$ cat config.mk
export PLATFORM = sky130hd
export DESIGN_NAME = csv_field_splitter_trimmed
export DESIGN_NICKNAME = d
export VERILOG_FILES = /design/src/rtl/core/csvfs_pkg.sv /design/src/rtl/core/csvfs_ram.sv /design/src/rtl/core/csvfs_queue.sv /design/src/rtl/core/csvfs_front.sv /design/src/rtl/core/csvfs_back.sv /design/src/rtl/core/csv_field_splitter_trimmed.sv
export VERILOG_INCLUDE_DIRS = /design/src /design/src/rtl/core
export SDC_FILE = /design/constraint.sdc
export NUM_CORES = 1
export LEC_CHECK = 0
export ABC_CLOCK_PERIOD_IN_PS = 3100
export BUFFER_PORTS_ARGS = -buffer_cell sky130_fd_sc_hd__buf_2
export CORE_UTILIZATION = 40
export CTS_CLUSTER_DIAMETER = 200
export DETAILED_ROUTE_END_ITERATION = 6
export HOLD_SLACK_MARGIN = 0.15
export SLEW_MARGIN = 20
export SYNTH_ARGS = -nofsm -noshare
export SYNTH_HDL_FRONTEND = slang
export SYNTH_SLANG_ARGS = --single-unit
$ cat constraint.sdc
create_clock -name clk -period 3.1 [get_ports clk]
set_input_delay 0.155 -clock clk [delete_from_list [all_inputs] [get_ports clk]]
set_output_delay 0.155 -clock clk [all_outputs]
set_load 0.02 [all_outputs]
$ cat src/rtl/core/csv_field_splitter_trimmed_defines.svh
// ---------------------------------------------------------------------------
// csv_field_splitter_trimmed_defines.svh
// Assertion macros shared by the field splitter modules.
// ---------------------------------------------------------------------------
`ifndef CSV_FIELD_SPLITTER_TRIMMED_DEFINES_SVH
`define CSV_FIELD_SPLITTER_TRIMMED_DEFINES_SVH

// Same-cycle implication, checked out of reset
`define CSVFS_ASSERT_NOW(label, clk, rst_n, ante, cons, msg) \
  label: assert property (@(posedge clk) disable iff (!rst_n) (ante) |-> (cons)) \
    else $error(msg);

// Next-cycle implication, checked out of reset
`define CSVFS_ASSERT_NXT(label, clk, rst_n, ante, cons, msg) \
  label: assert property (@(posedge clk) disable iff (!rst_n) (ante) |=> (cons)) \
    else $error(msg);

`endif

$ cat src/rtl/core/csvfs_pkg.sv
// ---------------------------------------------------------------------------
// csvfs_pkg
// Types and constants shared by the CSV field splitter modules.
// ---------------------------------------------------------------------------
`default_nettype none

package csvfs_pkg;

  localparam logic [7:0] CH_COMMA = 8'h2C;
  localparam logic [7:0] CH_QUOTE = 8'h22;

  localparam int SPACE_DEPTH_DEF = 15;
  // Flush count field covers the largest legal buffer depth (63)
  localparam int CNT_W = 6;
  localparam int CMDQ_DEPTH = 4;

  // One command from the front to the back: a content byte preceded by
  // flush buffered whitespace words, or a field marker.
  typedef struct packed {
    logic [7:0]       data;
    logic             marker;
    logic             row_end;
    logic             ovf;
    logic [CNT_W-1:0] flush;
  } cmd_t;

  typedef enum logic [1:0] {
    BK_IDLE,
    BK_READ,
    BK_SEND,
    BK_LAST
  } back_state_t;

  function automatic logic is_ws(input logic [7:0] c);
    is_ws = c inside {8'd32, [8'd9:8'd13]};
  endfunction

endpackage

`default_nettype wire

$ cat src/rtl/core/csvfs_ram.sv
// ---------------------------------------------------------------------------
// csvfs_ram
// Generic single-write, single-read RAM with registered read data.
// ---------------------------------------------------------------------------
`default_nettype none

module csvfs_ram #(
  parameter int WIDTH = 8,
  parameter int DEPTH = 15,
  parameter int AW    = (DEPTH > 1) ? $clog2(DEPTH) : 1
) (
  input  wire logic             clk,
  input  wire logic             we,
  input  wire logic [AW-1:0]    waddr,
  input  wire logic [WIDTH-1:0] wdata,
  input  wire logic             re,
  input  wire logic [AW-1:0]    raddr,
  output logic      [WIDTH-1:0] rdata
);

  logic [WIDTH-1:0] mem_r [DEPTH];

  always_ff @(posedge clk) begin
    if (we) begin
      mem_r[waddr] <= wdata;
    end
    if (re) begin
      rdata <= mem_r[raddr];
    end
  end

endmodule

`default_nettype wire

$ cat src/rtl/core/csvfs_queue.sv
// ---------------------------------------------------------------------------
// csvfs_queue
// Short command queue between the front and back of the splitter.
// ---------------------------------------------------------------------------
`default_nettype none

module csvfs_queue (
  input  wire logic            clk,
  input  wire logic            rst_n,
  input  wire logic            push,
  input  wire csvfs_pkg::cmd_t wdata,
  output logic                 full,
  input  wire logic            pop,
  output csvfs_pkg::cmd_t      rdata,
  output logic                 empty
);

  localparam int PW = $clog2(csvfs_pkg::CMDQ_DEPTH);
  localparam int NW = $clog2(csvfs_pkg::CMDQ_DEPTH + 1);

  csvfs_pkg::cmd_t slot_r [csvfs_pkg::CMDQ_DEPTH];
  logic [PW-1:0]   wr_ptr_r, wr_ptr_nxt;
  logic [PW-1:0]   rd_ptr_r, rd_ptr_nxt;
  logic [NW-1:0]   cnt_r, cnt_nxt;
  logic            do_push, do_pop;

  assign full    = (cnt_r == NW'(csvfs_pkg::CMDQ_DEPTH));
  assign empty   = (cnt_r == '0);
  assign rdata   = slot_r[rd_ptr_r];
  assign do_push = push && !full;
  assign do_pop  = pop && !empty;

  always_comb begin
    wr_ptr_nxt = do_push ? wr_ptr_r + PW'(1) : wr_ptr_r;
    rd_ptr_nxt = do_pop ? rd_ptr_r + PW'(1) : rd_ptr_r;
    cnt_nxt    = cnt_r + NW'(do_push) - NW'(do_pop);
  end

  always_ff @(posedge clk) begin
    if (!rst_n) begin
      wr_ptr_r <= '0;
      rd_ptr_r <= '0;
      cnt_r    <= '0;
    end else begin
      wr_ptr_r <= wr_ptr_nxt;
      rd_ptr_r <= rd_ptr_nxt;
      cnt_r    <= cnt_nxt;
    end
  end

  always_ff @(posedge clk) begin
    if (do_push) begin
      slot_r[wr_ptr_r] <= wdata;
    end
  end

endmodule

`default_nettype wire

$ cat src/rtl/core/csvfs_front.sv
// ---------------------------------------------------------------------------
// csvfs_front
// Accepts line bytes, resolves quoting and whitespace, and issues commands.
// ---------------------------------------------------------------------------
`default_nettype none

`include "csv_field_splitter_trimmed_defines.svh"

module csvfs_front #(
  parameter int SPACE_DEPTH = csvfs_pkg::SPACE_DEPTH_DEF,
  parameter int AW = (SPACE_DEPTH > 1) ? $clog2(SPACE_DEPTH) : 1
) (
  input  wire logic          clk,
  input  wire logic          rst_n,
  input  wire logic [7:0]    in_char_byte,
  input  wire logic          in_line_end,
  input  wire logic          in_push,
  output logic               in_full,
  output logic               q_push,
  output csvfs_pkg::cmd_t    q_cmd,
  input  wire logic          q_full,
  input  wire logic          flush_done,
  output logic               ram_we,
  output logic [AW-1:0]      ram_waddr,
  output logic [7:0]         ram_wdata
);

  localparam int CW = $clog2(SPACE_DEPTH + 1);
  localparam int OW = $clog2(csvfs_pkg::CMDQ_DEPTH + 2);

  logic          inside_r, inside_nxt;
  logic          qpend_r, qpend_nxt;
  logic          started_r, started_nxt;
  logic [CW-1:0] scnt_r, scnt_nxt;
  logic          ovf_r, ovf_nxt;
  logic          dropped_r, dropped_nxt;
  logic [OW-1:0] pend_flush_r, pend_flush_nxt;
  logic          accept, cont, eff_inside;

  // Hold off on a full queue, or while the back still reads an earlier flush
  assign in_full   = q_full || (pend_flush_r != '0);
  assign accept    = in_push && !in_full;
  assign ram_waddr = scnt_r[AW-1:0];
  assign ram_wdata = in_char_byte;

  always_comb begin
    inside_nxt  = inside_r;
    qpend_nxt   = qpend_r;
    started_nxt = started_r;
    scnt_nxt    = scnt_r;
    ovf_nxt     = ovf_r;
    dropped_nxt = dropped_r;
    q_push      = 1'b0;
    q_cmd       = '0;
    ram_we      = 1'b0;
    cont        = 1'b0;
    eff_inside  = inside_r && !qpend_r;

    if (accept) begin
      if (in_line_end) begin
        q_push        = 1'b1;
        q_cmd.marker  = 1'b1;
        q_cmd.row_end = 1'b1;
        q_cmd.ovf     = ovf_r;
        inside_nxt    = 1'b0;
        qpend_nxt     = 1'b0;
        started_nxt   = 1'b0;
        scnt_nxt      = '0;
        ovf_nxt       = 1'b0;
        dropped_nxt   = 1'b0;
      end else begin
        qpend_nxt = 1'b0;
        if (qpend_r && in_char_byte == csvfs_pkg::CH_QUOTE) begin
          cont = 1'b1;
        end else begin
          // a pending quote followed by anything else closes the quoting
          if (qpend_r) begin
            inside_nxt = 1'b0;
          end
          if (eff_inside) begin
            if (in_char_byte == csvfs_pkg::CH_QUOTE) begin
              qpend_nxt = 1'b1;
            end else begin
              cont = 1'b1;
            end
          end else if (in_char_byte == csvfs_pkg::CH_QUOTE) begin
            inside_nxt = 1'b1;
          end else if (in_char_byte == csvfs_pkg::CH_COMMA) begin
            q_push       = 1'b1;
            q_cmd.marker = 1'b1;
            q_cmd.ovf    = ovf_r;
            started_nxt  = 1'b0;
            scnt_nxt     = '0;
            ovf_nxt      = 1'b0;
            dropped_nxt  = 1'b0;
          end else begin
            cont = 1'b1;
          end
        end

        if (cont) begin
          if (csvfs_pkg::is_ws(in_char_byte)) begin
            // leading whitespace is dropped; inner runs wait in the buffer
            if (started_r) begin
              if (scnt_r < CW'(SPACE_DEPTH)) begin
                ram_we   = 1'b1;
                scnt_nxt = scnt_r + CW'(1);
              end else begin
                dropped_nxt = 1'b1;
              end
            end
          end else begin
            q_push      = 1'b1;
            q_cmd.data  = in_char_byte;
            q_cmd.flush = csvfs_pkg::CNT_W'(scnt_r);
            ovf_nxt     = ovf_r || dropped_r;
            scnt_nxt    = '0;
            dropped_nxt = 1'b0;
            started_nxt = 1'b1;
          end
        end
      end
    end

    pend_flush_nxt = pend_flush_r + OW'(q_push && (q_cmd.flush != '0)) - OW'(flush_done);
  end

  always_ff @(posedge clk) begin
    if (!rst_n) begin
      inside_r     <= 1'b0;
      qpend_r      <= 1'b0;
      started_r    <= 1'b0;
      scnt_r       <= '0;
      ovf_r        <= 1'b0;
      dropped_r    <= 1'b0;
      pend_flush_r <= '0;
    end else begin
      inside_r     <= inside_nxt;
      qpend_r      <= qpend_nxt;
      started_r    <= started_nxt;
      scnt_r       <= scnt_nxt;
      ovf_r        <= ovf_nxt;
      dropped_r    <= dropped_nxt;
      pend_flush_r <= pend_flush_nxt;
    end
  end

  `CSVFS_ASSERT_NOW(a_no_write_in_flush, clk, rst_n, ram_we, pend_flush_r == '0,
                    "space buffer written while a flush is outstanding")
  `CSVFS_ASSERT_NOW(a_scnt_bound, clk, rst_n, 1'b1, scnt_r <= CW'(SPACE_DEPTH),
                    "space count beyond buffer depth")
  `CSVFS_ASSERT_NXT(a_eol_clears, clk, rst_n, accept && in_line_end,
                    !inside_r && !qpend_r && !started_r && scnt_r == '0 && !ovf_r,
                    "line end did not return field state to rest")

endmodule

`default_nettype wire

$ cat src/rtl/core/csvfs_back.sv
// ---------------------------------------------------------------------------
// csvfs_back
// Executes queued commands: flushes buffered whitespace, emits bytes and
// markers into the output register.
// ---------------------------------------------------------------------------
`default_nettype none

`include "csv_field_splitter_trimmed_defines.svh"

module csvfs_back #(
  parameter int SPACE_DEPTH = csvfs_pkg::SPACE_DEPTH_DEF,
  parameter int AW = (SPACE_DEPTH > 1) ? $clog2(SPACE_DEPTH) : 1
) (
  input  wire logic          clk,
  input  wire logic          rst_n,
  input  wire csvfs_pkg::cmd_t q_cmd,
  input  wire logic          q_empty,
  output logic               q_pop,
  output logic               flush_done,
  output logic               ram_re,
  output logic [AW-1:0]      ram_raddr,
  input  wire logic [7:0]    ram_rdata,
  output logic [7:0]         out_field_byte,
  output logic               out_has_byte,
  output logic               out_field_end,
  output logic               out_row_end,
  output logic               out_space_overflow,
  output logic               out_empty,
  input  wire logic          out_pop
);

  csvfs_pkg::back_state_t state_r, state_nxt;
  logic [AW-1:0] idx_r, idx_nxt;
  logic          valid_r, valid_nxt;
  logic          slot_free, load;
  logic [7:0]    ld_byte;
  logic          ld_has, ld_fend, ld_rend, ld_ovf;

  assign slot_free = !valid_r || out_pop;
  assign out_empty = !valid_r;
  assign ram_raddr = idx_r;

  always_comb begin
    state_nxt  = state_r;
    idx_nxt    = idx_r;
    q_pop      = 1'b0;
    flush_done = 1'b0;
    ram_re     = 1'b0;
    load       = 1'b0;
    ld_byte    = q_cmd.data;
    ld_has     = !q_cmd.marker;
    ld_fend    = q_cmd.marker;
    ld_rend    = q_cmd.row_end;
    ld_ovf     = q_cmd.ovf;

    case (state_r)
      csvfs_pkg::BK_IDLE: begin
        if (!q_empty) begin
          if (q_cmd.marker || q_cmd.flush == '0) begin
            if (slot_free) begin
              load  = 1'b1;
              q_pop = 1'b1;
            end
          end else begin
            idx_nxt   = '0;
            state_nxt = csvfs_pkg::BK_READ;
          end
        end
      end
      csvfs_pkg::BK_READ: begin
        ram_re    = 1'b1;
        state_nxt = csvfs_pkg::BK_SEND;
      end
      csvfs_pkg::BK_SEND: begin
        ld_byte = ram_rdata;
        ld_has  = 1'b1;
        ld_fend = 1'b0;
        ld_rend = 1'b0;
        ld_ovf  = 1'b0;
        if (slot_free) begin
          load = 1'b1;
          if (csvfs_pkg::CNT_W'(idx_r) + csvfs_pkg::CNT_W'(1) == q_cmd.flush) begin
            state_nxt = csvfs_pkg::BK_LAST;
          end else begin
            idx_nxt   = idx_r + AW'(1);
            state_nxt = csvfs_pkg::BK_READ;
          end
        end
      end
      csvfs_pkg::BK_LAST: begin
        if (slot_free) begin
          load       = 1'b1;
          q_pop      = 1'b1;
          flush_done = 1'b1;
          state_nxt  = csvfs_pkg::BK_IDLE;
        end
      end
      default: begin
        state_nxt = csvfs_pkg::BK_IDLE;
      end
    endcase

    valid_nxt = load || (valid_r && !out_pop);
  end

  always_ff @(posedge clk) begin
    if (!rst_n) begin
      state_r <= csvfs_pkg::BK_IDLE;
      idx_r   <= '0;
      valid_r <= 1'b0;
    end else begin
      state_r <= state_nxt;
      idx_r   <= idx_nxt;
      valid_r <= valid_nxt;
    end
  end

  always_ff @(posedge clk) begin
    if (load) begin
      out_field_byte     <= ld_has ? ld_byte : 8'd0;
      out_has_byte       <= ld_has;
      out_field_end      <= ld_fend;
      out_row_end        <= ld_rend;
      out_space_overflow <= ld_ovf;
    end
  end

  `CSVFS_ASSERT_NOW(a_head_held, clk, rst_n, state_r != csvfs_pkg::BK_IDLE, !q_empty,
                    "flush in progress with no command at queue head")
  `CSVFS_ASSERT_NXT(a_read_then_send, clk, rst_n, state_r == csvfs_pkg::BK_READ,
                    state_r == csvfs_pkg::BK_SEND, "buffer read not followed by send")
  `CSVFS_ASSERT_NOW(a_done_on_last, clk, rst_n, flush_done,
                    state_r == csvfs_pkg::BK_LAST && q_pop,
                    "flush completion outside the final byte step")

endmodule

`default_nettype wire

$ cat src/rtl/core/csv_field_splitter_trimmed.sv
// CSV field splitter with whitespace trimming.
// Input channel: one line byte per word on in_char_byte, or an end-of-line
// word with in_line_end high; taken at a clock edge with in_push high and
// in_full low.
// Result channel: words of field content (out_has_byte high) and field
// markers (out_field_end high, out_row_end high on the last field of the
// line, out_space_overflow high when inner whitespace was dropped). The
// oldest word is shown while out_empty is low and leaves on out_pop.
// A word reaches the output register through the command queue. The block
// takes one input word per cycle, except that a content byte following N
// buffered whitespace bytes is handled in the back end as a start step, one
// buffer RAM read and one output load per flushed byte, then the byte
// itself; in_full stays high until that flush finishes.
// When the receiver stalls, the output register holds and the command queue
// fills, after which in_full rises. Reset empties the queue and output
// register and returns quoting and field state to rest; the whitespace buffer
// is not cleared, no flush reads an unwritten entry.
// ---------------------------------------------------------------------------
// csv_field_splitter_trimmed
// Top level: front end, command queue, whitespace buffer and back end.
// ---------------------------------------------------------------------------
`default_nettype none

module csv_field_splitter_trimmed #(
  parameter int SPACE_DEPTH = csvfs_pkg::SPACE_DEPTH_DEF
) (
  input  wire logic       clk,
  input  wire logic       rst_n,
  input  wire logic [7:0] in_char_byte,
  input  wire logic       in_line_end,
  input  wire logic       in_push,
  output logic            in_full,
  output logic [7:0]      out_field_byte,
  output logic            out_has_byte,
  output logic            out_field_end,
  output logic            out_row_end,
  output logic            out_space_overflow,
  output logic            out_empty,
  input  wire logic       out_pop
);

  localparam int AW = (SPACE_DEPTH > 1) ? $clog2(SPACE_DEPTH) : 1;

  csvfs_pkg::cmd_t push_cmd, head_cmd;
  logic            q_push, q_full, q_pop, q_empty, flush_done;
  logic            ram_we, ram_re;
  logic [AW-1:0]   ram_waddr, ram_raddr;
  logic [7:0]      ram_wdata, ram_rdata;

  csvfs_front #(
    .SPACE_DEPTH (SPACE_DEPTH),
    .AW          (AW)
  ) u_front (
    .clk          (clk),
    .rst_n        (rst_n),
    .in_char_byte (in_char_byte),
    .in_line_end  (in_line_end),
    .in_push      (in_push),
    .in_full      (in_full),
    .q_push       (q_push),
    .q_cmd        (push_cmd),
    .q_full       (q_full),
    .flush_done   (flush_done),
    .ram_we       (ram_we),
    .ram_waddr    (ram_waddr),
    .ram_wdata    (ram_wdata)
  );

  csvfs_queue u_queue (
    .clk   (clk),
    .rst_n (rst_n),
    .push  (q_push),
    .wdata (push_cmd),
    .full  (q_full),
    .pop   (q_pop),
    .rdata (head_cmd),
    .empty (q_empty)
  );

  csvfs_ram #(
    .WIDTH (8),
    .DEPTH (SPACE_DEPTH),
    .AW    (AW)
  ) u_space_ram (
    .clk   (clk),
    .we    (ram_we),
    .waddr (ram_waddr),
    .wdata (ram_wdata),
    .re    (ram_re),
    .raddr (ram_raddr),
    .rdata (ram_rdata)
  );

  csvfs_back #(
    .SPACE_DEPTH (SPACE_DEPTH),
    .AW          (AW)
  ) u_back (
    .clk                (clk),
    .rst_n              (rst_n),
    .q_cmd              (head_cmd),
    .q_empty            (q_empty),
    .q_pop              (q_pop),
    .flush_done         (flush_done),
    .ram_re             (ram_re),
    .ram_raddr          (ram_raddr),
    .ram_rdata          (ram_rdata),
    .out_field_byte     (out_field_byte),
    .out_has_byte       (out_has_byte),
    .out_field_end      (out_field_end),
    .out_row_end        (out_row_end),
    .out_space_overflow (out_space_overflow),
    .out_empty          (out_empty),
    .out_pop            (out_pop)
  );

endmodule

`default_nettype wire
* Word level (Yosys, flattened, before mapping)
Memories as Yosys holds them, arrays and structs flattened. A register that Yosys moved wholly into a read port is not among the register bits.
Cells that the tools add are included.
** Word-level totals
- Word-level logic and storage cells :: 179
- Memories :: 2
- Output and inout port bits :: 14
- Register bits after elaboration :: 38
- Memory bits (writable) :: 188
** Cells by class
- Add/subtract/negate cells :: 9
- Muxes and demuxes :: 102
- Reductions and logical operators :: 31
- Eq/ne operators :: 14
- $lt $le $gt $ge :: 3
** Memory list
- u_space_ram.mem_r :: depth 15, bits a word 8, read ports 1, clocked after Yosys merged registers in 1, write ports 1, RTL line csvfs_ram.sv:21 : logic [WIDTH-1:0] mem_r [DEPTH];
- u_queue.slot_r :: depth 4, bits a word 17, read ports 1, clocked after Yosys merged registers in 1, write ports 1, RTL line csvfs_queue.sv:21 : csvfs_pkg::cmd_t slot_r [csvfs_pkg::CMDQ_DEPTH];
** Operator list (count)
- two-way mux 1 bit :: 70
- two-way mux 4 bit :: 14
- two-way mux 8 bit :: 4
- equality test 8 x 6 -> 1 bit (second input constant) :: 3
- two-way mux 17 bit :: 1
- two-way mux 2 bit :: 7
- two-way mux 6 bit :: 2
- adder 4 x 1 -> 4 bit (second input constant) :: 2
- greater-or-equal comparator 8 x 4 -> 1 bit (second input constant) :: 1
- less-or-equal comparator 8 x 4 -> 1 bit (second input constant) :: 1
- logical AND 1 bit :: 8
- inequality test 2 bit (second input constant) :: 4
- one-hot mux 2 bit (4 select lines) :: 1
- one-hot mux 4 bit (2 select lines) :: 1
- logical NOT 1 bit :: 7
- adder 3 x 1 -> 3 bit :: 2
- equality test 6 bit :: 1
- logical NOT 6 bit :: 1
- nonzero test 6 bit :: 1
- subtractor 3 x 1 -> 3 bit :: 2
- adder 4 x 1 -> 5 bit (second input constant) :: 1
- logical OR 1 bit :: 5
- AND reduction 5 bit :: 1
- adder 2 x 1 -> 2 bit (second input constant) :: 2
- other kinds (13) :: 17

* Depth between registers and ports, before layout
- Word-level depth :: 14
- Gate-level depth with buffers :: 11
- Gate-level depth less buffers :: 10

* Hierarchy
A second synthesis with hierarchy kept.
** Unflattened totals
- Cells, all modules :: 601
- Area, all modules :: 10064.7 µm²
** By module, submodules not included
- csvfs_ram :: times used 1, area each 4946.0 µm², sequential area each 3843.7 µm², cells each 229
- csvfs_queue :: times used 1, area each 2974.1 µm², sequential area each 2222.1 µm², cells each 139
- csvfs_back :: times used 1, area each 1093.5 µm², sequential area each 500.5 µm², cells each 105
- csvfs_front :: times used 1, area each 1051.0 µm², sequential area each 240.2 µm², cells each 128

* Worst setup path after synthesis
No wires, ideal clock.
- Kind :: register -> register
- From :: reg (tool-made name)
- To :: reg u_queue.cnt_r[2]
- Path slack :: 0.141 ns
- Arrival time :: 2.844 ns
- Stages on the path, launching flop included :: 12
- Period minus slack after synthesis :: 2.959 ns
- Path buffers :: 1
- Path through :: dfxtp_1 buf_6 mux4_2 nor4_2 o21ai_2 a2111oi_4 ha_1 inv_1 ha_1 fa_1 xnor2_1 and2_1
** RTL lines
- to (signal assigned) :: RTL line csvfs_queue.sv:47 : cnt_r <= cnt_nxt;
- to (decl) :: RTL line csvfs_queue.sv:24 : logic [NW-1:0] cnt_r, cnt_nxt;

==> impl_results.md <==
- Worst slew pin tran: 0.9107 ns
- DRC viols: 0
- Seq cells post-synth: 228
- Clock root cell: clkbuf_16
- Routed Wire Length: 19090 um
- Max Cap Viol: 0
- CTS sink cnt: 228
- All-Layer GR Usage: 16.29%
- Total power: 8.595 mW
- Worst VDD drop: 0.0003928 V
- Outcome: finished with violations
- Worst Reg-to-Reg Cells: 10
- GPL Wtd Cong: 0.8014
- Cell accounting for the most synthesized area: edfxtp_1
- Post-DRT Antenna Nets: 0
- Synth area leaders: edfxtp_1 63%, mux4_2 11%, dfxtp_1 5.9%
- Slowest cell delay on critical path: 0.54 ns
- Post-Synthesis Cells: 568
- Initial core utilization: 40.58%
- Fmax: 319.8 MHz
- Routed len/inst: 19.20 um
- CP max stage cell: mux4_2
- Sequential area share after synthesis: 69.13%
- Die height: 156.1 um
- CP endpoint: u_queue.cnt_r[1]$_SDFF_PN0_
- Std-Cell Core Area: 23400 sq um
- Endpoint class of the critical path: flop
- Top-area cell type share of the netlist area: 63.23%
- Synthesized area: 9498 sq um
- Critical Path RT: 3.50 ns
- Pwr dens: 756.7 nW/um^2
- # rows: 56
- Clk_skew: 0.008600 ns
- Syn avg cell area: 16.72 sq um
- Vias in the first global route: 5399
- R2r endpoint: u_queue.cnt_r[1]$_SDFF_PN0_
- Die Width: 156.1 um
- Total Nets Final: 690
- Fin crit period: 3.127 ns
- Port buffer count: 26
- Die area: 24360 sq um
- Drt first-iter violations: 396
- Worst Setup Start Kind: flop
- WP buf/inv: 2
- Drt via density: 5.199
- CTS tree: yes
- Violated checks: setup timing
- Max_slew headroom: 38.72%
- Fraction of layout cells with a size suffix above 1: 26.37%
- CTS clock-pin slew for the worst setup and hold paths: 0.06 ns
- Final worst slack: -0.02654 ns
- Final Slew Violations: 0
- Endpoints failing setup: 1
- Worst Path Arrival: 3.53 ns
- RSZ-0062 raised after global routing: true
- Num CTS Buffers: 24
- Post-synth ARST share: 0%
- First-pass GRT wire length: 29970 um
- Congestion Overflow GR: 0
- Worst min path class: primary input to flop
- Clk_lat worst skew: 0.50 ns
- CTS max path bufs: 3
- Critical path class: flop to flop
- Pre-antenna DRT Iters: 5
- Most common cell after layout, fill and taps aside: edfxtp_1
- WP depth: 10
- Total number of vias: 5168
- Synthesis-to-layout area growth: 19.59%
- Finished Core Util: 48.54%
- Cell Chain, Critical Path: buf_6, mux4_2, nor4_4, o21ai_2, a2111oi_4, ha_1, inv_1, ha_2, fa_2, and2_4
- Ys Warns: 0
- Initial antenna violation count: 0
- Prevailing post-synth register cell: edfxtp_1
- Post-synthesis net count: 601
- Library cells used by synthesis: 55
- ANT cells: 0
- Leak: 3.812 nW
- Htree depth: 1
- Post-route clock period utilization: 100.9%
- R2r setup slk: -0.03 ns
- Final count of hold timing violations: 0
- Ports: 27
- Top delay family on crit path: adder cells
- CP max FO: 4
- Number of synthesized flops with an enable pin: 200
- Final HPWL DP: 12930 um
- Largest net degree at the start of global routing: 41
- Leading cell types in the layout, fill and taps excluded: 200 x edfxtp_1, 48 x buf_4, 47 x mux4_2
[layer usage]
| layer | routed length [um] | vias to the layer above | global-route usage [%] |
|---|---|---|---|
| li1 | - | 2377 | - |
| met1 | 8480 | 2630 | 21.67 |
| met2 | 9541 | 128 | 28.36 |
| met3 | 719 | 33 | 1.917 |
| met4 | 344 | 0 | 4.108 |
| met5 | 0 | - | 0 |
[sequential cells by signal, summed over array words and instances (netlist names), 3 cells and up, named ones only]
| signal | flops |
|---|---|
| u_back.out_field_byte | 8 |
| u_back.ram_raddr | 4 |
| u_front.pend_flush_r | 3 |
| u_front.ram_waddr | 4 |
| u_queue.cnt_r | 3 |
| u_queue.slot_r | 60 |
| u_space_ram.mem_r | 120 |
| u_space_ram.rdata | 8 |
[how the worst min path moves through the flow]
stage	start	endpoint	slack, ns	cells after the start
2_1_floorplan	in_char_byte[0]	u_space_ram.mem_r[0][0]$_DFFE_PP_	0.25	0
3_3_place_gp	u_front.ovf_r$_SDFFE_PN0P_	u_front.ovf_r$_SDFFE_PN0P_	0.45	2
3_5_place_dp	u_back.ram_raddr[0]$_SDFFE_PN0P_	u_back.ram_raddr[0]$_SDFFE_PN0P_	0.49	2
4_1_cts	in_char_byte[5]	u_space_ram.mem_r[10][5]$_DFFE_PP_	0.15	2
5_1_grt	in_char_byte[5]	u_space_ram.mem_r[10][5]$_DFFE_PP_	0.17	2
6_report	in_char_byte[5]	u_space_ram.mem_r[10][5]$_DFFE_PP_	0.15	2
[layout make-up]
class                           instances  area, sq um
Fill cell                            1986        12040
Sequential cell                       228         6571
Tap cell                              319        399.1
Inverter                               22        82.58
Timing Repair Buffer                   86        621.8
Clock inverter                         19        282.8
Multi-Input combinational cell        295         2775
Clock buffer                           25        625.6
[what timing repair did]
action | in CTS | in global routing
resized for setup | 1 | 7
hold buffers | 10 | 0
buffers inserted | 0 | 4
setup endpoints to repair | 2 | 10
pin swaps | 1 | 5
endpoints found under the hold margin | 79 | 0
[power breakdown]
group	switching, mW	total (mW)	leakage [nW]	internal [mW]
sequential	0.0963	3.81	2.06	3.71
combinational	0.908	1.57	1.31	0.666
clock	1.16	3.22	0.444	2.06
[Yosys cell counts (3+ instances only)]
master    instances
xnor2_1           5
nor2b_1           6
edfxtp_1        200
clkbuf_1         18
o21a_1            3
nand4_1           3
mux2i_1          15
nand2b_1         14
a21boi_0          3
nand3b_1          4
xor2_1            7
nor3_1           11
ha_1             18
inv_1            22
a21oi_1           6
nor4_1            3
nand3_1          10
and2_1           26
nor2_1           22
mux4_2           47
nand2_1          38
o21ai_0          19
dfxtp_1          28
[cells by family after synthesis]
kind of cell,Yosys count,synth area share [%]
buffers and inverters,45,1.884
AOI/OAI and AO/OA,52,3.886
adders and majority gates,20,2.793
xor gates and xnor gates,12,1.107
DFF,228,69.13
and+or+nand+nor,149,8.471
muxes,62,12.73
[stage by stage]
step | hold slack, ns | area [sq um] | setup TNS, ns | std cells | setup WS, ns
5_1_grt | 0.1689 | 11360 | -0.1518 | 994 | -0.1081
3_3_place_gp | 0.4546 | 10290 | -0.02475 | 936 | -0.02475
2_1_floorplan | 0.2539 | 9498 | 0 | 568 | 0.1408
6_report | 0.1523 | 11360 | -0.02654 | 994 | -0.02654
4_1_cts | 0.1522 | 11300 | 0 | 990 | 0.002719
3_5_place_dp | 0.4910 | 10290 | -0.2385 | 936 | -0.1467
(Power assumes the default switching activity.)
